## config.mk

```make
export PLATFORM = sky130hd
export DESIGN_NAME = scbm_back
export DESIGN_NICKNAME = d
export VERILOG_FILES = /design/src/rtl/scbm_pkg.sv /design/src/rtl/scbm_back.sv
export SDC_FILE = /design/constraint.sdc
export NUM_CORES = 1
export LEC_CHECK = 0
export ABC_AREA = 1
export BUFFER_PORTS_ARGS = -buffer_cell sky130_fd_sc_hd__buf_2
export CAP_MARGIN = 5
export CORE_ASPECT_RATIO = 2
export CORE_MARGIN = 4
export CORE_UTILIZATION = 25
export CTS_CLUSTER_DIAMETER = 200
export DETAILED_ROUTE_END_ITERATION = 16
export PLACE_DENSITY = 0.48
export SYNTH_ARGS = -nofsm -noshare
export SYNTH_HDL_FRONTEND = slang
export SYNTH_SLANG_ARGS = --single-unit
```

## constraint.sdc

```tcl
create_clock -name clk_i -period 6.1 [get_ports clk_i]
set_input_delay 0.915 -clock clk_i [delete_from_list [all_inputs] [get_ports clk_i]]
set_output_delay 0.915 -clock clk_i [all_outputs]
set_load 0.02 [all_outputs]
```

## src/rtl/scbm_pkg.sv

```systemverilog
// shared types and constants for the codebook best-match search
package scbm_pkg;
  localparam int unsigned MaxEntries = 256;
  localparam int unsigned MaxPiece   = 128;
  localparam int unsigned EntW  = $clog2(MaxEntries);
  localparam int unsigned PosW  = $clog2(MaxPiece);
  localparam int unsigned CbAw  = EntW + PosW;
  localparam int unsigned SumW  = 8 + 1 + PosW + 1 + 1;
  localparam int unsigned QDepth = 2;

  localparam logic CfgPieceSize = 1'b0;
  localparam logic CfgEntries   = 1'b1;

  localparam logic OpLoad  = 1'b0;
  localparam logic OpQuery = 1'b1;

  typedef struct packed {
    logic [PosW:0] piece;
    logic [EntW:0] entries;
    logic [PosW:0] filled;
  } job_t;

  function automatic logic [8:0] abs_diff(logic signed [7:0] a, logic signed [7:0] b);
    logic signed [8:0] d;
    d = 9'(a) - 9'(b);
    return d[8] ? 9'(-d) : d;
  endfunction
endpackage

```

## src/rtl/scbm_back.sv

```systemverilog
// back end: walks codebook entries, accumulates sad, keeps running best
module scbm_back import scbm_pkg::*; (
  input  logic            clk_i,
  input  logic            rst_ni,
  input  logic            job_valid_i,
  output logic            job_stall_o,
  input  job_t            job_i,
  output logic            busy_o,
  output logic [CbAw-1:0] cb_raddr_o,
  input  logic [15:0]     cb_rdata_i,
  output logic [PosW-1:0] q_raddr_o,
  input  logic [15:0]     q_rdata_i,
  output logic            valid_o,
  input  logic            stall_i,
  output logic [7:0]      best_entry_o,
  output logic [15:0]     best_score_o
);
  job_t            job_q;
  logic            run_q;
  logic [EntW-1:0] e_q;
  logic [PosW-1:0] i_q;
  logic            rv_q, rlast_q, rzero_q;
  logic [EntW-1:0] re_q;
  logic [SumW-1:0] sum_q, best_q;
  logic [EntW-1:0] bent_q;
  logic            ov_q;
  logic            last_i, last_e, fin;
  logic [8:0]      dl, dr;
  logic [SumW-1:0] nsum;
  logic [15:0]     qv;

  // a waiting result only holds back the next job, not the front end
  assign busy_o      = run_q || rv_q;
  assign job_stall_o = run_q || rv_q || ov_q;
  assign cb_raddr_o  = {e_q, i_q};
  assign q_raddr_o   = i_q;
  assign last_i = 32'(i_q) + 1 >= 32'(job_q.piece);
  assign last_e = 32'(e_q) + 1 >= 32'(job_q.entries);

  assign qv   = rzero_q ? 16'd0 : q_rdata_i;
  assign dl   = abs_diff(cb_rdata_i[15:8], qv[15:8]);
  assign dr   = abs_diff(cb_rdata_i[7:0], qv[7:0]);
  assign nsum = sum_q + SumW'(dl) + SumW'(dr);
  assign fin  = rv_q && rlast_q;

  always_ff @(posedge clk_i or negedge rst_ni) begin
    if (!rst_ni) begin
      run_q <= 1'b0;
      rv_q  <= 1'b0;
      ov_q  <= 1'b0;
      e_q   <= '0;
      i_q   <= '0;
    end else begin
      rv_q <= run_q;
      if (!run_q && !rv_q && !ov_q && job_valid_i) begin
        run_q <= 1'b1;
        e_q   <= '0;
        i_q   <= '0;
      end else if (run_q) begin
        if (last_i) begin
          i_q <= '0;
          if (last_e) run_q <= 1'b0;
          else e_q <= e_q + 1'b1;
        end else begin
          i_q <= i_q + 1'b1;
        end
      end
      if (fin && re_q == EntW'(job_q.entries - 1'b1)) ov_q <= 1'b1;
      else if (ov_q && !stall_i) ov_q <= 1'b0;
    end
  end

  always_ff @(posedge clk_i) begin
    if (!run_q && !rv_q && !ov_q && job_valid_i) job_q <= job_i;
    rlast_q <= last_i;
    rzero_q <= 32'(i_q) >= 32'(job_q.filled);
    re_q    <= e_q;
    if (rv_q) begin
      sum_q <= rlast_q ? '0 : nsum;
      if (rlast_q && (re_q == '0 || nsum < best_q)) begin
        best_q <= nsum;
        bent_q <= re_q;
      end
    end else begin
      sum_q <= '0;
    end
  end

  assign valid_o      = ov_q;
  assign best_entry_o = 8'(bent_q);
  assign best_score_o = best_q > SumW'(16'hFFFF) ? 16'hFFFF : 16'(best_q);
endmodule

```

Yosys cells after proc, flatten, opt, wreduce, memory -nomap -nowiden
Index checks and enable logic that the tools add are counted.
{"block": "totals", "inputBits": 61, "reg_bits": 97}
{"block": "classes", "magnitude_cmp": 5, "n_mux": 17, "n_eq_ne": 2, "n_addsub": 11, "n_bitwise": 1, "n_reduce_logical": 21}
{"op": "18-bit by 9-bit adder with 18-bit output", "n": 2}
{"op": "16-bit two-way mux", "n": 2}
{"op": "8-bit two-way mux", "n": 4}
{"op": "7-bit two-way mux", "n": 3}
{"op": "18-bit by 16-bit greater-than comparator with 1-bit output, second input constant", "n": 1}
{"op": "18-bit less-than comparator", "n": 1}
{"op": "9-bit two-way mux", "n": 2}
{"op": "9-bit negator", "n": 2}
{"op": "8-bit by 8-bit subtractor with 9-bit output", "n": 2}
{"op": "8-bit by 1-bit adder with 9-bit output, second input constant", "n": 1}
{"op": "9-bit >= comparator", "n": 1}
{"op": "7-bit by 1-bit adder with 8-bit output, second input constant", "n": 1}
{"op": "8-bit by 1-bit adder with 8-bit output, second input constant", "n": 1}
{"op": "8-bit == test", "n": 1}
{"op": "7-bit by 8-bit >= comparator with 1-bit output", "n": 1}
{"op": "8-bit >= comparator", "n": 1}
{"op": "8-bit zero test", "n": 1}
{"op": "8-bit by 1-bit subtractor with 8-bit output, second input constant", "n": 1}
{"op": "7-bit by 1-bit adder with 7-bit output, second input constant", "n": 1}
{"op": "1-bit logical AND", "n": 7}
{"op": "1-bit two-way mux", "n": 6}
{"op": "2-bit nonzero test", "n": 3}
{"op": "1-bit zero test", "n": 4}
{"op": "1-bit logical OR", "n": 3}
{"op": "other kinds (5)", "n": 5}

Logic depth before layout (Yosys ltp)
{"block": "depth", "depth_word": 10, "mapped_depth": 38, "depth_no_buf": 37}

Worst setup path after synthesis
Ideal clock, no wire load.
{"block": "synth_timing", "path_kind": "in2reg", "start": "input port q_rdata_i[0]", "end": "register bent_q[0], in the netlist best_entry_o[0] (enable)", "t_required_ps": 5682, "setup_time_ps": 418, "cell_stages": 32, "t_arrival_ps": 6009, "slack_ps": -327, "n_path_buf": 0, "cell_sequence": "inv_1 > nor2_1 > ha_1 > inv_1 > fa_1 > inv_1 > ha_1 > inv_1 > nor2_2 > nand3_1 > nor2_1 > nand2_1 > nand2_1 > nand2_1 > nand2_1 > inv_1 > fa_1 > inv_1 > ha_1 > a21oi_1 > nand2_1 > a21oi_1 > xor2_1 > inv_1 > ha_1 > nand2_1 > inv_1 > o21ai_0 > a21oi_1 > nor2_1 > nand3_1 > a21oi_1"}
{"block": "synth_between", "elab_chain_cells": 9}
{"item": "from (decl)", "line": "scbm_back.sv:12", "source": "input logic [15:0] q_rdata_i,"}
{"item": "16-bit two-way mux (*)", "line": "scbm_back.sv:40", "source": "assign qv = rzero_q ? 16'd0 : q_rdata_i;"}
{"item": "8-bit by 8-bit subtractor with 9-bit output (*)", "line": "scbm_pkg.sv:25", "source": "d = 9'(a) - 9'(b);"}
{"item": "9-bit negator", "line": "scbm_pkg.sv:26", "source": "return d[8] ? 9'(-d) : d;"}
{"item": "9-bit two-way mux (*)", "line": "scbm_pkg.sv:26"}
{"item": "18-bit by 9-bit adder with 18-bit output (*)", "line": "scbm_back.sv:43", "source": "assign nsum = sum_q + SumW'(dl) + SumW'(dr);"}
{"item": "net nsum[11]", "line": "scbm_back.sv:29", "source": "logic [SumW-1:0] nsum;"}
{"item": "18-bit less-than comparator (*)", "line": "scbm_back.sv:80", "source": "if (rlast_q && (re_q == '0 || nsum < best_q)) begin"}
{"item": "1-bit logical OR (*)", "line": "scbm_back.sv:80"}
{"item": "1-bit logical AND (*)", "line": "scbm_back.sv:80"}
{"item": "2-bit AND reduction (no source line) (*)"}
{"item": "to (signal assigned)", "line": "scbm_back.sv:82", "source": "bent_q <= re_q;"}
{"item": "to (decl)", "line": "scbm_back.sv:25", "source": "logic [EntW-1:0] bent_q;"}
The timed path passes the listed nets; every way through them passes the cells marked *.
A chain may end at the register's enable or synchronous reset.

Final worst setup path
{"block": "layout_timing", "start": "input port q_rdata_i[0]", "end": "register bent_q[6], in the netlist best_entry_o[6] (enable)"}
Same word-level chain as after synthesis.

==> out/results.ini <==
[run_status]
status = completed

[layout]
design_area_mm2 = 0.00833
drive_above_1_share = 0.168
final-seq-area_mm2 = 0.00254
fillCellCount = 2982
multi_input_area_mm2 = 0.00368
diodes = 0
synthToLayoutAreaGrowth_pct = 20.2
num-nets-final = 1167
final_cells = 1378
final_util = 0.304

[floorplanning]
initial_core_util = 0.253
die_area_mm2 = 0.0306
coreArea_mm2 = 0.0274
rows = 86
ioPinCount = 110
die_h_um = 243
die_x_um = 126

[placed_design]
hpwl_mm = 15.8
gp_congestion = 0.853
place_inst = 1359
io_buffer_count = 109
place_area_mm2 = 0.00790

[drt]
avgRoutedWirePerCell_um = 13.7
firstDrtPassIters = 4
via_per_inst = 4.27
post-route-drc-count = 0
antenna_left = 0
vias = 5884
drt-total-wl_mm = 18.8
drt-initial-drc-count = 114

[synth]
synth_edf_count = 51
synth_top_area_frac = 0.221
synth-seq-cells = 97
synth_top_cell_by_area = edfxtp_1
syn_nets = 1050
syn-mean-instance-area_um2 = 7.67
yosys_warnings = 0
synth_ff_type = edfxtp_1
syn_area_mm2 = 0.00693
synth_cells = 904
synthArstFlopShare = 0.186
ys_top_cells_by_area = edfxtp_1 (22%), nand2_1 (14%), ha_1 (13%), inv_1 (10%), dfxtp_1 (8.1%)
ys_seq_area_frac = 0.367
synth_cell_types = 39

[power]
power_frac_clock = 0.185
switching_share = 0.440
p_int_uw = 1700
p_switching_uw = 1340
power.static_leakage_uw = 0.00430
powerDensity_mw_per_mm2 = 365
peakVddDrop_mv = 0.198
finalPower_uw = 3040
p_seq_frac = 0.278
comb_power_share = 0.536

[critical_path]
cp-start-kind = input port
max_stage_delay_ns = 0.51
cp_data_required_time_ns = 6.19
cp_slowest_cell = fa_1
cp.arrival_ns = 5.77
path_buf_inv = 9
crit_family = adder cells
cp_max_fo = 6
setup.worst_path.class = input port to flop
ff2ff_path_depth = 31
end_kind = flop
path_depth = 33
cp_common_cell = inv_1

[sta]
worst_slew_pin_slew_ns = 1.08
finalSetupViolations = 0
finalHoldViolations = 0
finClkSkew_ns = 0.00905
finalMaxSlewViolations = 0
period_needed_ns = 5.68
fin_crit_sh = 0.931
fmax_ghz = 0.176
hold_ws_ns = 0.450
slew_headroom = 0.277

[hold_path]
hold_path.class = flop to flop
holdPathStages = 0

[clock_network]
max-clock-path-buffers = 2
clk_pin_slew_worst_paths_ns = 0.08
cts_tree = done
cts_num_sinks = 97
worst_skew_pair.late_latency_ns = 0.36
clockRootBuffer = clkbuf_16
cts_buffers = 9
htreeDepth = 3
postCtsHoldBufs = 0

[job]
cap_violations = 0

[grt]
grt_use_total = 0.126
overflow = 0
grt_first_pass_wirelength_mm = 29.9
first_global_vias = 6023
grt_max_degree = 21
antenna_found_initial = 0

-- synth_stat cells (2+ instances only) --
cell type and n:
or2_2 3, nor4_1 2, dfxtp_1 28, nor2_1 71, fa_1 12, buf_4 7, nand3_1 55, o21ai_1 9
o21ai_0 5, dfrtp_1 18, nor3_1 8, o22ai_1 5, nand3b_1 2, o21a_1 2, a21oi_1 31, inv_1 185
nand4_1 22, xor2_2 2, nor3_2 3, edfxtp_1 51, nand2_2 7, nand2_1 254, clkbuf_1 4, ha_1 73
xnor2_1 3, inv_2 3, xor2_1 26, nand3_2 2
-- cell type report --
cell class                      instances  area share
Clock buffer                           10      0.0275
Clock inverter                          6     0.00736
Inverter                              189      0.0852
Multi-Input combinational cell        605       0.442
Sequential cell                        97       0.305
Tap cell                              352      0.0529
Timing Repair Buffer                  119      0.0799
-- worst register-to-register path, delay by kind of cell, from the launching register on --
family	cells	cell delay [ns]
AOI/OAI and AO/OA	2	0.46
xor gates and xnor gates	2	0.29
adders and majority gates	4	1.76
buffers and inverters	6	0.73
DFF	1	0.38
and+or+nand+nor	17	1.63
-- cell usage in the layout (no fill, tap or decap), types with 4 or more instances in the layout --
| cell type | count |
|---|---|
| nand2_1 | 252 |
| inv_1 | 184 |
| buf_2 | 109 |
| nor2_1 | 69 |
| ha_1 | 69 |
| nand3_1 | 55 |
| edfxtp_1 | 51 |
| a21oi_1 | 28 |
| dfxtp_1 | 28 |
| xor2_1 | 25 |
| nand4_1 | 22 |
| dfrtp_1 | 18 |
| fa_1 | 11 |
| clkbuf_16 | 10 |
| nand2_2 | 9 |
| o21ai_1 | 9 |
| nor3_1 | 8 |
| o21ai_0 | 5 |
| o22ai_1 | 5 |
| buf_4 | 5 |
| inv_2 | 4 |
-- per-stage QoR --
stage | setup TNS, ns | setup WS, ns
floorplan | 0 | 0.179
detailed placement | 0 | 0.0608
global route | -2.17 | -0.0957
finish | 0 | 0.419
global placement | 0 | 0.147
CTS | 0 | 0.399
-- metal layers --
layer / global-route usage / up-vias / wire (µm)
met5: 0 / - / 0
met4: 0.0600 / 0 / 756
met3: 0.0211 / 27 / 531
met2: 0.263 / 101 / 11200
met1: 0.110 / 2681 / 6330
li1: - / 3075 / -
-- flip-flops by register name, indices dropped and copies added, names as in the netlist --
register      flops
best_entry_o      8
best_q           18
e_q               8
job_q            25
q_raddr_o         7
re_q              8
rlast_q           1
run_q             1
rv_q              1
rzero_q           1
sum_q            18
valid_o           1
-- final timing paths --
check / startpoint / end / slack (ns)
setup / recovery: q_rdata_i[0] / best_entry_o[6]$_DFFE_PP_ / 0.42
hold / removal: run_q$_DFF_PN0_ / rv_q$_DFF_PN0_ / 0.45
setup reg to reg: rzero_q$_DFF_P_ / best_entry_o[6]$_DFFE_PP_ / 0.57
hold reg to reg: run_q$_DFF_PN0_ / rv_q$_DFF_PN0_ / 0.45
max in group asynchronous: rst_ni / q_raddr_o[1]$_DFFE_PN0P_ / 5.27
min in group asynchronous: rst_ni / e_q[6]$_DFFE_PN0P_ / 0.49
-- power by group through the flow --
stage | Sequential [µW] | Clock (µW) | Combinational, µW
floorplan | 852 | 0 | 1120
finish | 847 | 564 | 1630
detailed placement | 862 | 0 | 1600
global route | 853 | 617 | 1920
global placement | 862 | 0 | 1570
CTS | 847 | 598 | 1610
-- cells by family (layout without fill, tap and decap cells) --
group,count (synthesis),after routing,share of synthesized area
AOI/OAI and AO/OA,57,57,0.0458
xor gates and xnor gates,31,31,0.0413
adders and majority gates,85,85,0.166
buffers and inverters,202,324,0.114
DFF,97,97,0.367
and+or+nand+nor,432,432,0.265
-- what timing repair did --
item,4_1_cts,5_1_grt
resized for setup,0,21
setup endpoints to repair,0,26
buffers inserted,0,1
(Power assumes the default switching activity.)
