## src/rtl/scbm_pkg.sv

```systemverilog
// shared types and constants for the codebook best-match search
package scbm_pkg;
  localparam int unsigned MaxEntries = 256;
  localparam int unsigned MaxPiece   = 128;
  localparam int unsigned EntW  = $clog2(MaxEntries);
  localparam int unsigned PosW  = $clog2(MaxPiece);
  localparam int unsigned CbAw  = EntW + PosW;
  localparam int unsigned SumW  = 8 + 1 + PosW + 1 + 1;
  localparam int unsigned QDepth = 2;

  localparam logic CfgPieceSize = 1'b0;
  localparam logic CfgEntries   = 1'b1;

  localparam logic OpLoad  = 1'b0;
  localparam logic OpQuery = 1'b1;

  typedef struct packed {
    logic [PosW:0] piece;
    logic [EntW:0] entries;
    logic [PosW:0] filled;
  } job_t;

  function automatic logic [8:0] abs_diff(logic signed [7:0] a, logic signed [7:0] b);
    logic signed [8:0] d;
    d = 9'(a) - 9'(b);
    return d[8] ? 9'(-d) : d;
  endfunction
endpackage

```

## src/rtl/scbm_job_fifo.sv

```systemverilog
// short job queue between front and back
module scbm_job_fifo import scbm_pkg::*; (
  input  logic clk_i,
  input  logic rst_ni,
  input  logic valid_i,
  output logic stall_o,
  input  job_t data_i,
  output logic valid_o,
  input  logic stall_i,
  output job_t data_o
);
  job_t        mem_q [QDepth];
  logic        wp_q, rp_q;
  logic [1:0]  cnt_q;
  logic        push, pop;

  assign stall_o = cnt_q == 2'(QDepth);
  assign valid_o = cnt_q != 2'd0;
  assign data_o  = mem_q[rp_q];
  assign push = valid_i && !stall_o;
  assign pop  = valid_o && !stall_i;

  always_ff @(posedge clk_i) begin
    if (push) mem_q[wp_q] <= data_i;
  end
  always_ff @(posedge clk_i or negedge rst_ni) begin
    if (!rst_ni) begin
      wp_q <= 1'b0;
      rp_q <= 1'b0;
      cnt_q <= '0;
    end else begin
      if (push) wp_q <= ~wp_q;
      if (pop) rp_q <= ~rp_q;
      cnt_q <= cnt_q + 2'(push) - 2'(pop);
    end
  end
endmodule

```

## config.mk

```make
export PLATFORM = sky130hd
export DESIGN_NAME = scbm_job_fifo
export DESIGN_NICKNAME = d
export VERILOG_FILES = /design/src/rtl/scbm_pkg.sv /design/src/rtl/scbm_job_fifo.sv
export SDC_FILE = /design/constraint.sdc
export NUM_CORES = 1
export LEC_CHECK = 0
export BUFFER_PORTS_ARGS = -buffer_cell sky130_fd_sc_hd__buf_4
export CAP_MARGIN = 20
export CELL_PAD_IN_SITES_DETAIL_PLACEMENT = 0
export CELL_PAD_IN_SITES_GLOBAL_PLACEMENT = 2
export CORE_MARGIN = 5
export CORE_UTILIZATION = 38
export DETAILED_ROUTE_END_ITERATION = 8
export PLACE_DENSITY_LB_ADDON = 0.1
export RECOVER_POWER = 25
export SETUP_SLACK_MARGIN = 0.3
export SLEW_MARGIN = 40
export SYNTH_ARGS = -nofsm -noshare
export SYNTH_HDL_FRONTEND = slang
export SYNTH_SLANG_ARGS = --single-unit
```

## constraint.sdc

```tcl
create_clock -name clk_i -period 2.3 [get_ports clk_i]
set_input_delay 0.115 -clock clk_i [delete_from_list [all_inputs] [get_ports clk_i]]
set_output_delay 0.115 -clock clk_i [all_outputs]
set_load 0.01 [all_outputs]
```

### Yosys cells after proc, flatten, opt, wreduce, memory -nomap -nowiden

Memory sizes are Yosys's and may differ from the RTL's.
Index checks and enable logic that the tools add are counted.

* add/sub/neg operators: 2
* eq/ne operators: 1
* multiplexer cells: 2
* bitwise operators: 2
* reductions and logical operators: 5

Operator list (number)
* $add 2x1->2: 1
* $eq 2x2->1 const B: 1
* $logic_and 1x1->1: 2
* $logic_not 1->1: 2
* $mux 1: 2
* $not 1->1: 2
* $reduce_bool 2->1: 1
* $sub 2x1->2: 1

* bits in registers: 4
* RAM bits: 50
* output and inout port bits: 27
* word-level logic and storage cells: 16
* memories: 1

Memories
* mem_q: words 2, width 25, read ports 1, clocked after Yosys merged registers in 0, wr ports 1, line scbm_job_fifo.sv:12 `job_t mem_q [QDepth];`

### Longest topological paths before layout

Gate-level depths: netlist of the first run.

* word-level depth: 5
* depth in mapped cells: 7
* mapped depth without buffers: 7

### Worst setup path after synthesis of the first run

No wires, ideal clock.

* path kind: reg-to-reg
* from: register cnt_q[1]
* to: memory mem_q[0][0] (netlist bit) (enable)
* arrival time: 1.654 ns
* data required time: 1.893 ns
* path slack: 0.239 ns
* stages on the path, launching flop included: 4
* cells stage by stage: dfrtp_1 > nand2b_1 > nand2_1 > nor2_1

* word-level cells in the longest chain between the ends: 5

RTL lines
* from (decl): line scbm_job_fifo.sv:14 `logic [1:0] cnt_q;`
* from (signal assigned): line scbm_job_fifo.sv:34 `cnt_q <= cnt_q + 2'(push) - 2'(pop);`
* $eq 2x2->1: line scbm_job_fifo.sv:17 `assign stall_o = cnt_q == 2'(QDepth);`
* $logic_not 1->1: line scbm_job_fifo.sv:20 `assign push = valid_i && !stall_o;`
* $logic_and 1x1->1: line scbm_job_fifo.sv:20
* $mux 1: line scbm_job_fifo.sv:24 `if (push) mem_q[wp_q] <= data_i;`
* $mux 1 (not written as such): line scbm_job_fifo.sv:24
* to (decl): line scbm_job_fifo.sv:12

No other way between the ends.

==> results of run 1 <==
registers in the layout, summed over array words and instances, names as in the netlist:
signal,count
mem_q,50
cnt_q,2
rp_q,1
wp_q,1
timing repair:
action	CTS	global route
endpoints found under the setup margin	0	0
hold endpoints to repair	54	0
hold buffers	26	0
critical path: stages, from the launching register on:
cell	delay, ps
sky130_fd_sc_hd__dfrtp_1	650
sky130_fd_sc_hd__buf_4	300
sky130_fd_sc_hd__mux2_2	360
sky130_fd_sc_hd__buf_4	140
cells in the mapped netlist, drive strengths merged (2+ instances only):
cell,n
ha,2
buf,3
xnor2,3
dfrtp,4
mux2,25
inv,2
edfxtp,50
path summary, 6_finish.rpt:
check                         start    endpoint  slack (ps)  cells after the start
setup / recovery               rp_q  data_o[24]         420                      3
hold / removal              stall_i        rp_q         100                      3
setup reg to reg           cnt_q[1]    cnt_q[1]         590                      7
hold reg to reg                wp_q        wp_q         510                      1
max in group asynchronous    rst_ni        wp_q        1930                      2
min in group asynchronous    rst_ni        rp_q         170                      2
routing by layer:
layer / vias up / GRT usage, % / wire (um)
li1: 546 / - / -
met1: 532 / 11.2 / 1400
met2: 29 / 18.7 / 1910
met3: 7 / 4.22 / 211
met4: 0 / 3.45 / 53
met5: - / 0 / 0
kinds of logic (layout without fill, tap and decap cells):
group         Yosys count  in the layout  synth area share (%)
mux                    25             25                  16.7
flops                  54             54                  75.8
xor+xnor                4              4                  1.66
buf+inv                 5             97                  2.78
simple gates            6              6                  1.89
fa+ha+maj               2              2                  1.18
power breakdown:
part           internal, mW  leakage (nW)  switching, mW  total [mW]
combinational         0.734         0.640          0.534        1.27
clock                 0.210        0.0426          0.276       0.486
sequential             1.35         0.511          0.103        1.45
total                  2.29          1.19          0.913        3.21
through the flow:
stage / cells / hold WS, ps / cell area [sq um] / utilization [%] / total power [mW]
global route: 260 / 95.0 / 2950 / 54.2 / 3.40
floorplan: 96 / -181 / 2120 / - / 2.28
CTS: 260 / 101 / 2950 / 54.3 / 3.27
detailed placement: 226 / -84.2 / 2610 / 48.0 / 2.75
finish: 260 / 104 / 2950 / 54.2 / 3.21
global placement: 226 / -86.1 / 2610 / 48.0 / 2.71
final cells by class:
| cell class | instances | area [sq um] | share of cell area (%) |
|---|---|---|---|
| Sequential cell | 54 | 1600 | 54.3 |
| Timing Repair Buffer | 87 | 714 | 24.2 |
| Multi-Input combinational cell | 37 | 455 | 15.4 |
| Tap cell | 72 | 90.1 | 3.05 |
| Clock buffer | 6 | 72.6 | 2.46 |
| Clock inverter | 2 | 8.76 | 0.297 |
| Inverter | 2 | 7.51 | 0.254 |
==> summary.md, run 1 <==
TritonCTS built the clock tree. The area share of the leading cell type in the synthesized netlist is 71.0%. The tree is rooted in a sky130_fd_sc_hd__clkbuf_8. Routability-driven placement finished with a final weighted congestion of 0.670. The synthesized design contains 50 enable-type register cells. The run gives 2580 um as the half-perimeter wire length after detailed placement. STA classifies the critical path endpoint as a primary output. The first detailed-routing pass took 2 iterations. Across the VDD grid, the largest voltage drop is 0.517 mV.

Across all layers, the routed design uses 1114 vias. Counting distinct cell types in the post-synthesis netlist gives 16. In this run the worst path has a maximum fanout of 10. In this run the cell area of the synthesized design comes to 2110 sq um.

The run gives 127 as the net count of the mapped netlist. From left edge to right edge, the die measures 84.6 um. The logs give 0 for the final hold violation count and 0 for the number of slew-limit violations in the final report. The worst endpoint required time was 2180 ps.

Across the routed clock network, the largest skew measured is 4.23 ps. The count of buffers added on input and output ports is 55. The clock net sink count is 54. Summed over all layers, the routed wires come to 3570 um.

The DRC violation total after the first TritonRoute iteration is 39, and the number of global-route vias before repair is 1227. The first global-routing pass estimated 5760 um of wire. After clock tree synthesis, the setup repair step added 0 buffers. The tool flagged a number of max-cap violations equal to 0. The maximum frequency from static timing analysis is 0.532 GHz, and the share of async-settable or async-resettable flops after synthesis is 7.41%. After detailed routing, the number of remaining DRC violations is 0.

In the final layout, the share of cells above drive strength 1 is 49.5%. Number of instances resized during post-cts repair: 0. The maximum count of clock buffers along a single path was 2; the final worst-path setup slack was 420 ps. In the layout the commonest cells are 50 x sky130_fd_sc_hd__edfxtp_1, 45 x sky130_fd_sc_hd__buf_4, 26 x sky130_fd_sc_hd__dlygate4sd3_1. The synthesized instance count was 96; the layout overhead on the synthesized area was 39.6%. The power per cell area works out to 1090 nW/um^2. The count of antenna diodes in the layout was 0; the final critical path time including I/O delays and setup was 1880 ps. The arrival time of data at the critical path endpoint is 1770 ps, and the slew at the pin closest to its max-slew limit is 486 ps. Summed over all failing endpoints, the final setup total negative slack is 0 ps. Category of the most critical setup path: reg -> out. The run gives 5440 sq um as the core footprint.

The worst min-delay path class is in -> reg. The net count of the finished layout is 218. The detailed-route wire length per cell works out to 13.7 um. After detailed routing, the number of vias per cell comes to 4.28. The leakage power summed over all cells was 1.19 nW; the count of standard-cell rows was 27. The tools report the sum of overflow across all layers after global routing as 0. Most common cell after layout, fill and taps aside: sky130_fd_sc_hd__edfxtp_1. The most used flip-flop cell after synthesis is sky130_fd_sc_hd__edfxtp_1. The total global-route track usage is 10.5%. The average cell area after synthesis was 22.0 sq um. Before CTS, the worst setup slack after placement is 591 ps. The tools report the share of the yosys chip area belonging to registers as 75.8%. Fill cells in the final layout number 449.

Once the floorplan was initialized, standard cells occupied 38.9% of the core. The y dimension of the die is 84.6 um, and the number of levels the H-tree was split into is 2. Of the available clock period, the critical path in the final layout requires 81.8%. At the later pin of the worst-skew pair, clock insertion delay measures 290 ps. The largest total area in the synthesized netlist belongs to sky130_fd_sc_hd__edfxtp_1. After clock tree synthesis, the clock-pin slew on the worst setup and hold paths is 90 ps.

The tools report the initial antenna violation count as 0. Sorting the synthesized cells by area gives the leading types as sky130_fd_sc_hd__edfxtp_1 71%, sky130_fd_sc_hd__mux2_4 13%, sky130_fd_sc_hd__dfrtp_1 4.7%. Setup repair after global routing left no endpoint under its margin.

The final-report setup violation count came out at 0. Headroom to the max-slew limit came out at 67.6%. For this design the top-level I/O count stands at 56. In this run the remaining antenna-violating nets after routing total 0. The number of register bits inferred by synthesis is 54, and the largest net degree at the start of global routing is 16. The worst setup path is launched from a flop. The area of the die is 7150 sq um. The run finished with clean final reports.

The number of warnings issued by yosys came out at 0. TritonCTS created 5 clock buffers.
Power figures use the tool's default switching activity.
==> run 2, diff against run 1 <==
--- a/config.mk
+++ b/config.mk
@@ -5,12 +5,13 @@
 export SDC_FILE = /design/constraint.sdc
 export NUM_CORES = 1
 export LEC_CHECK = 0
+export ABC_AREA = 1
 export BUFFER_PORTS_ARGS = -buffer_cell sky130_fd_sc_hd__buf_4
 export CAP_MARGIN = 20
 export CELL_PAD_IN_SITES_DETAIL_PLACEMENT = 0
 export CELL_PAD_IN_SITES_GLOBAL_PLACEMENT = 2
 export CORE_MARGIN = 5
-export CORE_UTILIZATION = 38
+export CORE_UTILIZATION = 33
 export DETAILED_ROUTE_END_ITERATION = 8
 export PLACE_DENSITY_LB_ADDON = 0.1
 export RECOVER_POWER = 25
==> constraint.sdc (replaced) <==
create_clock -name clk_i -period 1.9 [get_ports clk_i]
set_input_delay 0.095 -clock clk_i [delete_from_list [all_inputs] [get_ports clk_i]]
set_output_delay 0.095 -clock clk_i [all_outputs]
set_load 0.01 [all_outputs]
==> summary.md, run 2 <==
The number of search-and-repair iterations in the first detailed-routing pass was 6 (+4). Final-report setup violation count: 0 (unchanged). The run gives 290 ps (about the same) as the clock latency reported for the late side of the worst-skew pair. Peak supply drop: 0.613 mV (+19%). For the maximum count of clock buffers along a single path, the log shows 2 (unchanged). The number of nets still failing antenna checks after routing came out at 0 (unchanged). For the relative contribution of the clock network to total power, the log shows 15.2% (about the same). The number of slew-limit violations in the final report came out at 0 (unchanged). The tools report the half-perimeter wire length after detailed placement as 2740 um (+6.3%).

The switching power as a share of total power is 33.8% (+5.3 points), and the sequential group share of total power is 45.1% (-0.2 points). The combined flip-flop and latch cell area is 1600 sq um (about the same), and the count of input and output buffers is 55 (unchanged). Area share of the leading cell type in the synthesized netlist: 71.7% (+0.68 points). The final worst clock skew was 5.12 ps (+0.890 ps). The root buffer cell is sky130_fd_sc_hd__clkbuf_8.

STA classifies the critical path endpoint as a primary output. The TritonCTS buffer count was 5 (unchanged). Sum of overflow across all layers after global routing: 0 (unchanged).

For the share of the yosys chip area belonging to registers, the log shows 76.5% (+0.72 points). For the via count, the log shows 1390 (+25%). Post-CTS setup buffer count: 0 (unchanged). The logs give 42 (+7.7%) for the DRC violation total after the first TritonRoute iteration and 1.29 nW (+8.4%) for the leakage power summed over all cells. The critical path is of the reg -> out type. TritonCTS built the clock tree. Setup repair after global routing left no endpoint under its margin. The tools report the unique cell type count in the Yosys netlist as 12 (-4).

The run gives 54 (unchanged) as the clock net sink count. Type of origin of the critical path: a flop. The arrival time of data at the critical path endpoint was 1330 ps (-440 ps); the fraction of layout instances using a drive strength above 1 was 28.7% (-21 points). The top flip-flop cell by instance count after synthesis was sky130_fd_sc_hd__edfxtp_1.

The number of synthesized flops with an enable pin is 50 (unchanged). The maximum fanout along the worst path works out to 11 (+1). The flow ran to the end, and the final reports show no timing, DRC or antenna violations. Number of flip-flops in the largest register: 50 (unchanged).

The logs give 39.8% (+0.2 points) for the combinational share of power and 0 (unchanged) for the DRC violation count after routing. The synthesized instance count was 164 (+71%); the number of filler instances in the final layout was 577 (+29%). The logs give 6400 um (+11%) for the global-route wire length before repair and 0 (unchanged) for the count of antenna diodes in the layout. For the final wirelength, the log shows 3990 um (+12%). For the number of nets in the layout, the log shows 284 (+30%). The largest net degree at the start of global routing is 27 (+11). The I/O pin count is 56 (unchanged). The net count of the mapped netlist is 195 (+54%). The area of the die came out at 8040 sq um (+12%). In this run the worst hold path is classified as in -> reg.

The share of async-settable or async-resettable flops after synthesis came out at 7.41% (unchanged). For the worst hold slack, the log shows 81.7 ps (-22.7 ps). The number of warnings issued by yosys was 0 (unchanged). The number of register bits inferred by synthesis was 54 (unchanged); the die extent in x was 89.6 um (+6.0%). Timing would allow up to 0.701 GHz. The worst path uses 75.1% of the clock period.

The placer congestion estimate was 0.676 (+0.88%); the number of global-route vias before repair was 1424 (+16%). The final critical path time including I/O delays and setup works out to 1430 ps. Starting density of the core: 33.3% (-5.5 points).

Area of combinational cells with multiple inputs: 394 sq um (-13%). Number of vias per cell after detailed routing: 4.20 (-2.0%). In the synthesized netlist, the cells that appear most often are 83 x sky130_fd_sc_hd__nand2_1, 50 x sky130_fd_sc_hd__edfxtp_1, 10 x sky130_fd_sc_hd__inv_1.

The combined area of all synthesized cells is 2090 sq um (-0.95%). Biggest area consumer among synthesized cells: sky130_fd_sc_hd__edfxtp_1. The most common cell in the synthesized netlist is sky130_fd_sc_hd__nand2_1. The sum of negative setup slack was 0 ps (unchanged); the slew at the pin closest to its max-slew limit was 269 ps (-217 ps).

For the initial antenna violation count, the log shows 0 (unchanged). Ranked by total cell area, the synthesized netlist is headed by sky130_fd_sc_hd__edfxtp_1 72%, sky130_fd_sc_hd__nand2_1 15%, sky130_fd_sc_hd__dfrtp_1 4.8%. The total global-route track usage came out at 10.6% (+0.15 points).

Y dimension of the die: 89.6 um (+6.0%). The run gives 0 (unchanged) as the total of max-cap violations. The clock transition at the register clock pins on the worst setup and hold paths after CTS came out at 80 ps (about the same). The run gives 2.56 mW (+12%) as the total internal power. The final hold violation count is 0 (unchanged). The tools report the normalized max-slew margin as 82.1% (+14 points). The worst endpoint required time came out at 1800 ps (-380 ps). The detailed-route wire length per cell is 12.1 um (-12%), and the switching power is 1.31 mW (+43%). Relative to the synthesized area, the layout overhead comes to 40.2%. The top cell types in the final layout, fill and taps aside, are 83 x sky130_fd_sc_hd__nand2_1, 50 x sky130_fd_sc_hd__edfxtp_1, 45 x sky130_fd_sc_hd__buf_4. The tools report the count of standard-cell rows as 29 (+7.4%). The tools report the core footprint as 6280 sq um (+15%). Average cell area after synthesis: 12.8 sq um (-42%).

Largest register by flop count: mem_q. The power per cell area works out to 1320 nW/um^2 (+21%). The largest registers in the layout are mem_q x50, cnt_q x2. The number of levels the H-tree was split into came out at 2 (unchanged).

The most common cell after layout, fill and taps aside is sky130_fd_sc_hd__nand2_1.
-- run 2: changes by cell type in the layout (fill, tap and decap cells not counted), moves of 3 or more --
cell	change
sky130_fd_sc_hd__xnor2_1	-3
sky130_fd_sc_hd__mux2_4	-19
sky130_fd_sc_hd__inv_1	+8
sky130_fd_sc_hd__nand3_1	+3
sky130_fd_sc_hd__nand2_2	+5
sky130_fd_sc_hd__mux2_2	-6
sky130_fd_sc_hd__nand2_1	+82
-- run 2: worst max-delay path, cell delays in order, from the launching register on --
cell and delay, ps:
sky130_fd_sc_hd__dfrtp_2 530, sky130_fd_sc_hd__buf_4 240, sky130_fd_sc_hd__nand2_1 60, sky130_fd_sc_hd__nand2_1 80, sky130_fd_sc_hd__buf_4 120
-- run 2: what timing repair did --
action,in CTS,in global routing
setup endpoints to repair,10,0
hold endpoints to repair,54,0
resized for setup,1,0
hold buffers,26,0
-- run 2: layer usage --
metal	wire length (um)	share of wire, %	GRT usage (%)	vias to the layer above
met5	0	0	0	-
met4	43	1.1	3.25	0
met3	216	5.4	3.01	4
met2	2120	53	19.5	31
met1	1610	40	11.9	643
li1	-	-	-	712
-- run 2: cell families (layout without fill, tap and decap cells) --
| group | after synthesis | after routing | synth area share, % |
|---|---|---|---|
| fa+ha+maj | 2 | 2 | 1.20 |
| buf+inv | 16 | 106 | 5.02 |
| flops | 54 | 54 | 76.5 |
| simple gates | 92 | 92 | 17.3 |
-- run 2: cell type report --
cell class              count  area share, %
flip-flops and latches     54           54.6
repair buffers             87           24.2
multi-input cells          94           13.4
well taps                  77           3.28
clock buffers               6           2.47
inverters                  11           1.66
clock inverters             2          0.299
-- run 2: per-stage QoR --
stage               instances  area [sq um]  util (%)  worst slack, ps  power [mW]
global route              331          2930      46.7              333        4.17
detailed placement        297          2600      41.4              505        3.32
floorplan                 164          2100         -              453        2.64
global placement          297          2600      41.4              546        3.30
CTS                       331          2940      46.9              427        3.96
finish                    331          2930      46.7              473        3.86
-- run 2: worst paths after layout --
check	startpoint	endpoint	slack, ps	depth (start not counted)
max in group asynchronous	rst_ni	rp_q	1530	2
hold reg to reg	wp_q	wp_q	490	2
min in group asynchronous	rst_ni	cnt_q[0]	160	2
hold / removal	stall_i	rp_q	80	4
setup / recovery	rp_q	data_o[18]	470	4
setup reg to reg	cnt_q[1]	cnt_q[1]	490	10
-- run 2: power by group through the flow --
stage               Combinational [mW]  Sequential (mW)  Clock (mW)
finish                            1.54             1.74       0.586
global route                      1.74             1.77       0.660
CTS                               1.60             1.75       0.614
detailed placement                1.55             1.77           0
global placement                  1.54             1.76           0
floorplan                        0.922             1.71           0
