File: src/rtl/scbm_pkg.sv
// shared types and constants for the codebook best-match search
package scbm_pkg;
  localparam int unsigned MaxEntries = 256;
  localparam int unsigned MaxPiece   = 128;
  localparam int unsigned EntW  = $clog2(MaxEntries);
  localparam int unsigned PosW  = $clog2(MaxPiece);
  localparam int unsigned CbAw  = EntW + PosW;
  localparam int unsigned SumW  = 8 + 1 + PosW + 1 + 1;
  localparam int unsigned QDepth = 2;

  localparam logic CfgPieceSize = 1'b0;
  localparam logic CfgEntries   = 1'b1;

  localparam logic OpLoad  = 1'b0;
  localparam logic OpQuery = 1'b1;

  typedef struct packed {
    logic [PosW:0] piece;
    logic [EntW:0] entries;
    logic [PosW:0] filled;
  } job_t;

  function automatic logic [8:0] abs_diff(logic signed [7:0] a, logic signed [7:0] b);
    logic signed [8:0] d;
    d = 9'(a) - 9'(b);
    return d[8] ? 9'(-d) : d;
  endfunction
endpackage

File: src/rtl/scbm_front.sv
// front end: classifies items, fills query piece, issues search jobs
module scbm_front import scbm_pkg::*; (
  input  logic            clk_i,
  input  logic            rst_ni,
  input  logic            valid_i,
  output logic            stall_o,
  input  logic            op_i,
  input  logic [7:0]      entry_i,
  input  logic [6:0]      position_i,
  input  logic [7:0]      left_i,
  input  logic [7:0]      right_i,
  input  logic            flush_i,
  input  logic [7:0]      piece_size_i,
  input  logic [8:0]      entries_in_use_i,
  input  logic            back_busy_i,
  output logic            cb_we_o,
  output logic [CbAw-1:0] cb_waddr_o,
  output logic            q_we_o,
  output logic [PosW-1:0] q_waddr_o,
  output logic [15:0]     wdata_o,
  output logic            job_valid_o,
  input  logic            job_stall_i,
  output job_t            job_o
);
  logic [7:0]    fill_q, fill_d;
  logic [PosW:0] ps;
  logic [EntW:0] ne;
  logic          acc, done;

  always_comb begin
    if (piece_size_i == 8'd0) ps = (PosW+1)'(1);
    else if (32'(piece_size_i) > MaxPiece) ps = (PosW+1)'(MaxPiece);
    else ps = (PosW+1)'(piece_size_i);
    if (entries_in_use_i == 9'd0) ne = (EntW+1)'(1);
    else if (32'(entries_in_use_i) > MaxEntries) ne = (EntW+1)'(MaxEntries);
    else ne = (EntW+1)'(entries_in_use_i);
  end

  // a query that completes a piece needs room in the job queue and a quiet back end
  assign done = op_i == OpQuery && ((32'(fill_q) + 1 >= 32'(ps)) || flush_i);
  assign stall_o = back_busy_i || (done && job_stall_i);
  assign acc = valid_i && !stall_o;

  assign wdata_o    = {left_i, right_i};
  assign cb_we_o    = acc && op_i == OpLoad && 32'(entry_i) < MaxEntries
                      && 32'(position_i) < MaxPiece;
  assign cb_waddr_o = {entry_i[EntW-1:0], position_i[PosW-1:0]};
  assign q_we_o     = acc && op_i == OpQuery && 32'(fill_q) < MaxPiece;
  assign q_waddr_o  = fill_q[PosW-1:0];

  assign job_valid_o   = acc && done;
  assign job_o.piece   = ps;
  assign job_o.entries = ne;
  assign job_o.filled  = (PosW+1)'(32'(fill_q) + 1 > MaxPiece ? MaxPiece : 32'(fill_q) + 1);

  always_comb begin
    fill_d = fill_q;
    if (acc && op_i == OpQuery) fill_d = done ? 8'd0 : fill_q + 8'd1;
  end

  always_ff @(posedge clk_i or negedge rst_ni) begin
    if (!rst_ni) begin
      fill_q <= '0;
    end else begin
      fill_q <= fill_d;
    end
  end
endmodule

File: config.mk
export PLATFORM = sky130hd
export DESIGN_NAME = scbm_front
export DESIGN_NICKNAME = d
export VERILOG_FILES = /design/src/rtl/scbm_pkg.sv /design/src/rtl/scbm_front.sv
export SDC_FILE = /design/constraint.sdc
export NUM_CORES = 1
export LEC_CHECK = 0
export BUFFER_PORTS_ARGS = -buffer_cell sky130_fd_sc_hd__buf_2
export CAP_MARGIN = 20
export CORE_UTILIZATION = 34
export CTS_CLUSTER_DIAMETER = 30
export DETAILED_ROUTE_END_ITERATION = 12
export GPL_TIMING_DRIVEN = 0
export PLACE_DENSITY = 0.77
export SETUP_SLACK_MARGIN = 0.5
export SYNTH_ARGS = -nofsm -noshare
export SYNTH_HDL_FRONTEND = slang
export SYNTH_SLANG_ARGS = --single-unit
File: constraint.sdc
create_clock -name clk_i -period 2.85 [get_ports clk_i]
set_input_delay 0.57 -clock clk_i [delete_from_list [all_inputs] [get_ports clk_i]]
set_output_delay 0.57 -clock clk_i [all_outputs]
set_load 0.005 [all_outputs]
### Word-level counts from Yosys, hierarchy flattened

Cells that the tools add are included.

| cells by class | value |
|---|---|
| add/subtract/negate cells | 2 |
| $lt $le $gt $ge | 5 |
| multiplexer cells | 6 |
| bitwise gates (word level) | 1 |
| reduce and logical (&&, ||, !) cells | 12 |

Operators with widths:

| kind | count |
|---|---|
| $mux W8 | 4 |
| $mux W9 | 2 |
| $add A8 B1 Y9 const B | 1 |
| $ge A9 B8 Y1 | 1 |
| $gt A9 B8 Y1 const B | 1 |
| $gt A9 B9 Y1 const B | 1 |
| $logic_not A9 Y1 | 1 |
| $add A8 B1 Y8 const B | 1 |
| $gt A8 B8 Y1 const B | 1 |
| $logic_not A8 Y1 | 1 |
| $lt A8 B8 Y1 const B | 1 |
| $logic_and A1 B1 Y1 | 7 |
| $logic_or A1 B1 Y1 | 2 |
| $logic_not A1 Y1 | 1 |
| $not A1 Y1 | 1 |

| storage, ports and cells | value |
|---|---|
| flip-flop bits (word level) | 8 |
| input port bits | 55 |
| output and inout bits | 67 |
| logic and storage cells | 27 |

### Depth between registers and ports, before layout

Gate-level depths: netlist (run 1).

| depth | value |
|---|---|
| word-level depth | 12 |
| mapped depth | 12 |

### Least setup slack after synthesis (run 1)

OpenSTA, ideal clock, no wires.

| timing path | value |
|---|---|
| path kind | reg-to-output |
| start | register fill_q[0] |
| end | output port q_we_o |
| arrival | 2.389 ns |
| data required time | 2.280 ns |
| path slack | -0.109 ns |
| cell stages (with the launch flop) | 11 |
| cells stage by stage | dfrtp_1 > ha_1 > and4_4 > nand2_1 > nand2_1 > nand2_1 > ha_1 > a21o_1 > a211oi_1 > o21ai_0 > a211oi_1 |

| between the ends | value |
|---|---|
| longest elaborated chain between the ends | 10 |
| elaborated cells on any way between the ends | 11 |
| those cells by class | add/sub: 1; order compare: 2; reduce/logical: 8 |

RTL lines:

| item | RTL line | text |
|---|---|---|
| start: declaration | scbm_front.sv:25 | `logic [7:0] fill_q, fill_d;` |
| start signal: assignment | scbm_front.sv:65 | `fill_q <= fill_d;` |
| $add A8 B1 Y9 | n/a |  |
| $ge A9 B8 Y1 | scbm_front.sv:40 | `assign done = op_i == OpQuery && ((32'(fill_q) + 1 >= 32'(ps)) \|\| flush_i);` |
| $logic_or A1 B1 Y1 | scbm_front.sv:40 |  |
| $logic_and A1 B1 Y1 | scbm_front.sv:40 |  |
| $logic_and A1 B1 Y1 | scbm_front.sv:41 | `assign stall_o = back_busy_i \|\| (done && job_stall_i);` |
| $logic_or A1 B1 Y1 | scbm_front.sv:41 |  |
| $logic_not A1 Y1 | scbm_front.sv:42 | `assign acc = valid_i && !stall_o;` |
| $logic_and A1 B1 Y1 | scbm_front.sv:42 |  |
| $logic_and A1 B1 Y1 | scbm_front.sv:48 | `assign q_we_o = acc && op_i == OpQuery && 32'(fill_q) < MaxPiece;` |
| $logic_and A1 B1 Y1 * | scbm_front.sv:48 |  |
| end: declaration | scbm_front.sv:18 | `output logic q_we_o,` |

Mark *: on every way between the ends. The rest lies on a longest branch, timed or not.

### Worst setup path after layout (run 1)

| timing path | value |
|---|---|
| start | register fill_q[2] |
| end | output port stall_o |

| between the ends | value |
|---|---|
| longest elaborated chain between the ends | 6 |

RTL lines:

| item | RTL line | text |
|---|---|---|
| $add A8 B1 Y9 | n/a |  |
| $ge A9 B8 Y1 | scbm_front.sv:40 |  |
| $logic_or A1 B1 Y1 | scbm_front.sv:40 |  |
| $logic_and A1 B1 Y1 | scbm_front.sv:40 |  |
| $logic_and A1 B1 Y1 | scbm_front.sv:41 |  |
| $logic_or A1 B1 Y1 | scbm_front.sv:41 |  |
| end: declaration | scbm_front.sv:6 | `output logic stall_o,` |

Every way passes these cells.

==> summary.md, run 1 <==
| Metric | Value |
|---|---|
| FFs w/ async S/R, synth | 1.00 |
| Max Fclk | 0.326 GHz |
| Arrival time worst endpoint | 2.50 ns |
| Slowest-stage cell, CP | dfrtp_1 |
| Clock Tree Buf Depth | 2 |
| Initial DRC count | 79 |
| Slew HR | 0.767 |
| Final Worst Setup Slack | -0.220 ns |
| Largest registers | fill_q x8 |
| Min cycle time layout | 3.07 ns |
| # diodes | 0 |
| Pins Over Slew Limit | 0 |
| CTS tree | yes |
| Sink Count | 8 |
| Die extent in x | 64.1 um |
| CTS H-Tree Depth | 1 |
| Startpoint Class | register |
| HPWL Detailed | 2.78 mm |
| R2r worst-path depth | 12 |
| Biggest register | fill_q |
| TritonCTS Buffers | 3 |
| RePlAce Congestion | 0.768 |
| Mapped Area | 0.00131 sq mm |
| Commonest cells in the netlist | buf_4, nand2_1, nor2_1 |
| Initial Util | 0.356 |
| Pin count of the biggest net entering global routing | 11 |
| Grt met2 use | 0.382 |
| Post-synth EDFFs | 0 |
| Setup Viol. Count Final | 3 |
| Failing checks | setup timing |
| Area grow syn2layout | 85.9% |
| CTS clk-pin slew, worst paths | 0.04 ns |
| Total power | 0.951 mW |
| Final hold violations | 0 |
| Vias in the first global route | 1432 |
| Global Route met1 Usage | 0.205 |
| Drt first pass iters | 4 |
| Gate Count Post-Synth | 177 |
| Fin Hold WS | 0.185 ns |
| DP Worst Slack | -0.195 ns |
| Power per cell area | 390 mW/mm^2 |
| Most common cell in the netlist | buf_4 |
| R2R Setup Slk | 0.16 ns |
| Area of the core | 0.00369 sq mm |
| Synth Net Count | 242 |
| Routed len/inst | 13.2 um |
| Initial antenna violation count | 0 |
| Pleak | 1.33 nW |
| Critical Path Source | fill_q[2] |
| Placed instance area | 0.00185 sq mm |
| Site Rows | 22 |
| CTS Hold Bufs | 0 |
| Post-Route WL | 4.63 mm |
| Final core utilization | 0.661 |
| DR vias | 1716 |
| Ys Warns | 0 |
| Met3 GRT Util | 0.0196 |
| Setup TNS | -0.584 ns |
| Worst stage delay on the critical path | 0.36 ns |
| Max Fanout on Critical Path | 7 |
| Reg-to-Reg End | fill_q[5] |
| Congestion Overflow GR | 0 |
| Share of layout cells above drive strength 1 | 0.709 |
| Clock latency on the worst-skew pair | 0.22 ns |
| Period utilization | 1.08 |
| CP required | 2.28 ns |
| Clk_skew | 0.00222 ns |
| Critical Path Sink | stall_o |
| Critical path class | register to output port |
| Largest cells by area after synthesis | buf_4, dfrtp_1, ha_1, nand2_1, nor2_1 |
| Slew of the pin with the lowest slew margin | 0.348 ns |
| Post-synth top area share | 0.217 |
| Grt peak-use layer | met2 |
| Synth area leader | buf_4 |
| FF+latch count, synth | 8 |
| Final std cells w/o fill | 350 |
| Die height | 64.1 um |
| DIE AREA | 0.00411 sq mm |
| IO Count | 122 |
| Drt drc | 0 |
| Number of flip-flops in the largest register | 8 |
| Nets | 369 |
| Max_cap viols | 0 |
| Vias per inst | 4.90 |
| Final Cell Area | 0.00244 sq mm |
| Outcome | finished with violations |
| Clock Root Buffer | clkbuf_8 |
| GR Util All Layers | 0.188 |
| Routed Antenna Nets | 0 |
| Post-synthesis cell type count | 38 |
| Dpl cells | 315 |
| First-pass GRT wire length | 6.21 mm |
| Peak VDD IR | 0.000162 V |
| Mapped Avg Cell Area | 7.42 sq um |
| R2r startpoint | fill_q[2] |
| Top FF cell, synth | dfrtp_1 |
| IO buf count | 90 |
| Worst Hold Class | input port to asynchronous set/reset pin |
| Sequential fraction of the synthesis area | 0.153 |
| Critical-path cell list | buf_6 > nand3_4 > nor3_4 > nand2_2 > xnor2_2 > ha_1 > a211oi_2 > o21ai_1 > o21ba_4 > o21bai_1 > buf_2 |
| RSZ-0062 raised after global routing | yes |
| Crit. End Element | output port |
critical path, delay by kind of cell, from the launching register on:
family,cells,cell delay [ns]
adders and majority gates,1,0.31
DFF,1,0.36
buffers and inverters,2,0.27
and+or+nand+nor,3,0.46
xor gates and xnor gates,1,0.16
AOI/OAI and AO/OA,4,0.70
layout by cell type (no fill, tap or decap), types with 2 or more instances in the layout:
cell type   n
a211oi_2    3
a21o_1      3
a21oi_1     4
a22o_1      3
buf_2      89
buf_4      61
buf_6      11
clkbuf_1    2
clkbuf_8    3
dfrtp_1     3
dfrtp_2     5
ha_1        6
ha_4        4
inv_1      13
mux2i_1     2
nand2_1    14
nand2_4     4
nand2b_1    2
nand3_1     2
nand3_2     2
nand3_4     2
nor2_1      7
nor2_2      6
nor2b_1     7
nor3_1      2
o211ai_1    3
o21ai_0     4
o21ai_4     2
o2bb2ai_2   2
xnor2_1     2
xor2_2      2
cells by family (layout without fill, tap and decap cells):
group                    Yosys count  count (layout)  share of synthesized area
buffers and inverters             56             181                      0.271
AND/OR/NAND/NOR                   62              62                      0.231
flip-flops                         8               8                      0.153
adder cells (fa/ha/maj)           10              10                     0.0953
multiplexers                       2               2                     0.0153
AO/OA/AOI/OAI                     34              34                      0.202
XOR/XNOR                           5               5                     0.0334
metal layers:
metal	share of wire	vias up
met5	0	-
met4	0.025	0
met3	0.066	14
met2	0.55	97
met1	0.35	790
li1	-	815
how the worst min path moves through the flow:
| stage | startpoint | to | cells past startpoint |
|---|---|---|---|
| after global placement | rst_ni | fill_q[2] | 1 |
| after floorplan | rst_ni | fill_q[0] | 0 |
| after global routing | rst_ni | fill_q[2] | 1 |
| after detailed placement | rst_ni | fill_q[2] | 1 |
| after CTS | rst_ni | fill_q[2] | 1 |
| final | rst_ni | fill_q[2] | 1 |
final cells by class:
cell class / instances / area [sq um]
Timing Repair Buffer: 122 / 741
Inverter: 14 / 52.6
Multi-Input combinational cell: 113 / 1030
Sequential cell: 8 / 206
Clock buffer: 3 / 41.3
Fill cell: 301 / 1250
Buffer: 42 / 309
Tap cell: 48 / 60.1
repair_timing:
action | 4_1_cts | 5_1_grt
buffers inserted | 21 | 11
pin swaps | 19 | 15
gates resized for setup | 29 | 33
setup endpoints to repair | 17 | 17
where the power goes:
group / internal (mW) / switching [mW] / total (mW)
Clock: 0.0914 / 0.0434 / 0.135
Combinational: 0.367 / 0.294 / 0.662
Sequential: 0.132 / 0.0230 / 0.155
Total: 0.591 / 0.361 / 0.951
(Power assumes the default switching activity.)
==> run 2: changes to the inputs <==
--- a/config.mk
+++ b/config.mk
@@ -12,7 +12,6 @@
 export DETAILED_ROUTE_END_ITERATION = 12
 export GPL_TIMING_DRIVEN = 0
 export PLACE_DENSITY = 0.77
-export SETUP_SLACK_MARGIN = 0.5
 export SYNTH_ARGS = -nofsm -noshare
 export SYNTH_HDL_FRONTEND = slang
 export SYNTH_SLANG_ARGS = --single-unit
==> summary.md, run 2 (synthesis gave the netlist of run 1 again) <==
| Metric | Value |
|---|---|
| Outcome | finished with violations |
| Failing checks | setup timing |
| Number of flip-flops in the largest register | 8 (unchanged) |
| Max Fclk | 0.326 GHz (about the same) |
| CTS tree | yes |
| Nets | 365 (-1.1%) |
| Site Rows | 22 (unchanged) |
| CP required | 2.28 ns (about the same) |
| GR Util All Layers | 0.177 (-0.0109) |
| Clock Root Buffer | clkbuf_8 |
| Critical-path cell list | ha_4 > and4_4 > nand2_4 > nand2_4 > nand2_4 > ha_4 > a21o_1 > a211oi_2 > o21ai_1 > o21ba_4 > o21bai_1 > buf_2 |
| HPWL Detailed | 2.77 mm (-0.34%) |
| Critical path class | register to output port |
| Routed met3 length | 255 um (-16%) |
| Pins Over Slew Limit | 0 (unchanged) |
| Initial antenna violation count | 0 (unchanged) |
| CTS Hold Bufs | 0 (unchanged) |
| Pleak | 1.31 nW (-1.5%) |
| Drt drc | 0 (unchanged) |
| Power per cell area | 347 mW/mm^2 (-11%) |
| RSZ-0062 raised after global routing | yes |
| Max_cap viols | 0 (unchanged) |
| Post-Route WL | 4.23 mm (-8.7%) |
| Arrival time worst endpoint | 2.50 ns (about the same) |
| Placed instance area | 0.00184 sq mm (-0.88%) |
| Routed Antenna Nets | 0 (unchanged) |
| IO buf count | 90 (unchanged) |
| Largest registers | fill_q x8 |
| DR vias | 1580 (-7.9%) |
| # diodes | 0 (unchanged) |
| Setup TNS | -0.518 ns (+0.0662 ns) |
| Vias per inst | 4.55 (-7.1%) |
| Most frequent cells in the layout | buf_2, buf_4, nand2_1 |
| Peak VDD IR | 0.000214 V (+32%) |
| Fin Hold WS | 0.186 ns (+0.00187 ns) |
| DP Worst Slack | -0.399 ns (-0.204 ns) |
| Max layer used | met4 |
| TritonCTS Buffers | 3 (unchanged) |
| Period utilization | 1.08 (about the same) |
| DIE AREA | 0.00411 sq mm (unchanged) |
| First-pass GRT wire length | 5.91 mm (-4.8%) |
| Pin count of the biggest net entering global routing | 11 (unchanged) |
| Wl on met1 | 1.68 mm (+2.2%) |
| Initial DRC count | 44 (-44%) |
| CTS H-Tree Depth | 1 (unchanged) |
| Final Cell Area | 0.00230 sq mm (-5.5%) |
| Slew HR | 0.747 (-0.0198) |
| Dpl cells | 315 (unchanged) |
| Met2 routed WL | 2.26 mm (-12%) |
| Sink Count | 8 (unchanged) |
| Die extent in x | 64.1 um (unchanged) |
| Biggest register | fill_q |
| Min cycle time layout | 3.07 ns (-0.00306 ns) |
| Routed len/inst | 12.2 um (-7.9%) |
| Max Fanout on Critical Path | 5 (-2) |
| Die height | 64.1 um (unchanged) |
| Crit. End Element | output port |
| Final std cells w/o fill | 347 (-0.86%) |
| Clock latency on the worst-skew pair | 0.22 ns (about the same) |
| Worst stage delay on the critical path | 0.39 ns (+0.03 ns) |
| Worst Hold Class | input port to asynchronous set/reset pin |
| Commonest non-fill, non-tap cell in the layout | buf_2 |
| Slowest-stage cell, CP | dfrtp_2 |
| R2r worst-path depth | 14 (+2) |
| Cell family with most CP delay | compound AO/OA/AOI/OAI gates |
| Clk_skew | 0.000143 ns (-0.00207 ns) |
| CP bufs+invs | 1 (-1) |
| Initial Util | 0.356 (unchanged) |
| Critical Path Source | fill_q[0] |
| Share of layout cells above drive strength 1 | 0.652 (-0.0564) |
| Congestion Overflow GR | 0 (unchanged) |
| CP most frequent cell | nand2_4 |
| RePlAce Congestion | 0.776 (+0.96%) |
| Drt first pass iters | 4 (unchanged) |
| CTS clk-pin slew, worst paths | 0.04 ns (about the same) |
| IO Count | 122 (unchanged) |
| R2r startpoint | fill_q[0] |
| Startpoint Class | register |
| Area grow syn2layout | 75.6% |
| Final hold violations | 0 (unchanged) |
| Area of the core | 0.00369 sq mm (unchanged) |
| Slew of the pin with the lowest slew margin | 0.378 ns (+0.0296 ns) |
| Clock Tree Buf Depth | 2 (unchanged) |
| Levels on crit path | 12 (+1) |
| Setup Viol. Count Final | 3 (unchanged) |
| Vias in the first global route | 1372 (-4.2%) |
| Final Worst Setup Slack | -0.217 ns (+0.00306 ns) |
-- run 2: cell types whose count changed in the layout (fill, tap and decap cells not counted), sizes merged --
| cell | previous run | this run |
|---|---|---|
| buf | 162 | 158 |
| clkbuf | 5 | 6 |
-- run 2: worst register-to-register path: stages (launching register included) --
cell and delay, ns:
dfrtp_2 0.39, ha_4 0.17, and4_4 0.27, nand2_4 0.08, nand2_4 0.08, nand2_4 0.06, ha_4 0.21, a21o_1 0.17
a211oi_2 0.27, o21ai_1 0.11, o21ba_4 0.26, buf_4 0.11, buf_4 0.13, o21ai_4 0.08, a22o_1 0.25
-- run 2: repair_timing --
item | 4_1_cts | 5_1_grt
setup endpoints to repair | 10 | 4
gates resized for setup | 20 | 23
endpoints found under the hold margin | 0 | 0
setup buffers | 22 | 9
pin swaps | 13 | 9
-- run 2: final timing paths --
kind	endpoint	slack, ns
setup / recovery	stall_o	-0.22
hold / removal	fill_q[3]	0.19
setup reg to reg	fill_q[5]	0.09
hold reg to reg	fill_q[4]	0.62
max in group asynchronous	fill_q[5]	2.48
min in group clk_i	fill_q[4]	0.62
-- run 2: power breakdown --
part / leakage [nW] / internal (mW) / switching, mW / total [mW]
combinational: 1.19 / 0.278 / 0.230 / 0.508
sequential: 0.0938 / 0.132 / 0.0196 / 0.152
clock: 0.0228 / 0.0968 / 0.0429 / 0.140
total: 1.31 / 0.507 / 0.292 / 0.799
-- run 2: metrics by stage --
step                      total power, mW  utilization
after floorplan                     0.378            -
after global placement              0.504        0.498
after detailed placement            0.514        0.498
final                               0.799        0.625
after global routing                0.864        0.625
after CTS                           0.734        0.578
-- run 2: layout make-up --
| cell class | count | area, sq um |
|---|---|---|
| fillers | 326 | 1380 |
| well taps | 48 | 60.1 |
| multi-input cells | 113 | 920 |
| repair buffers | 118 | 712 |
| inverters | 14 | 52.6 |
| plain buffers | 42 | 309 |
| clock buffers | 4 | 45.0 |
| flip-flops and latches | 8 | 206 |
-- run 2: routing by layer --
layer | track usage | vias up
li1 | - | 805
met1 | 0.205 | 708
met2 | 0.340 | 63
met3 | 0.0232 | 4
met4 | 0.0389 | 0
met5 | 0 | -
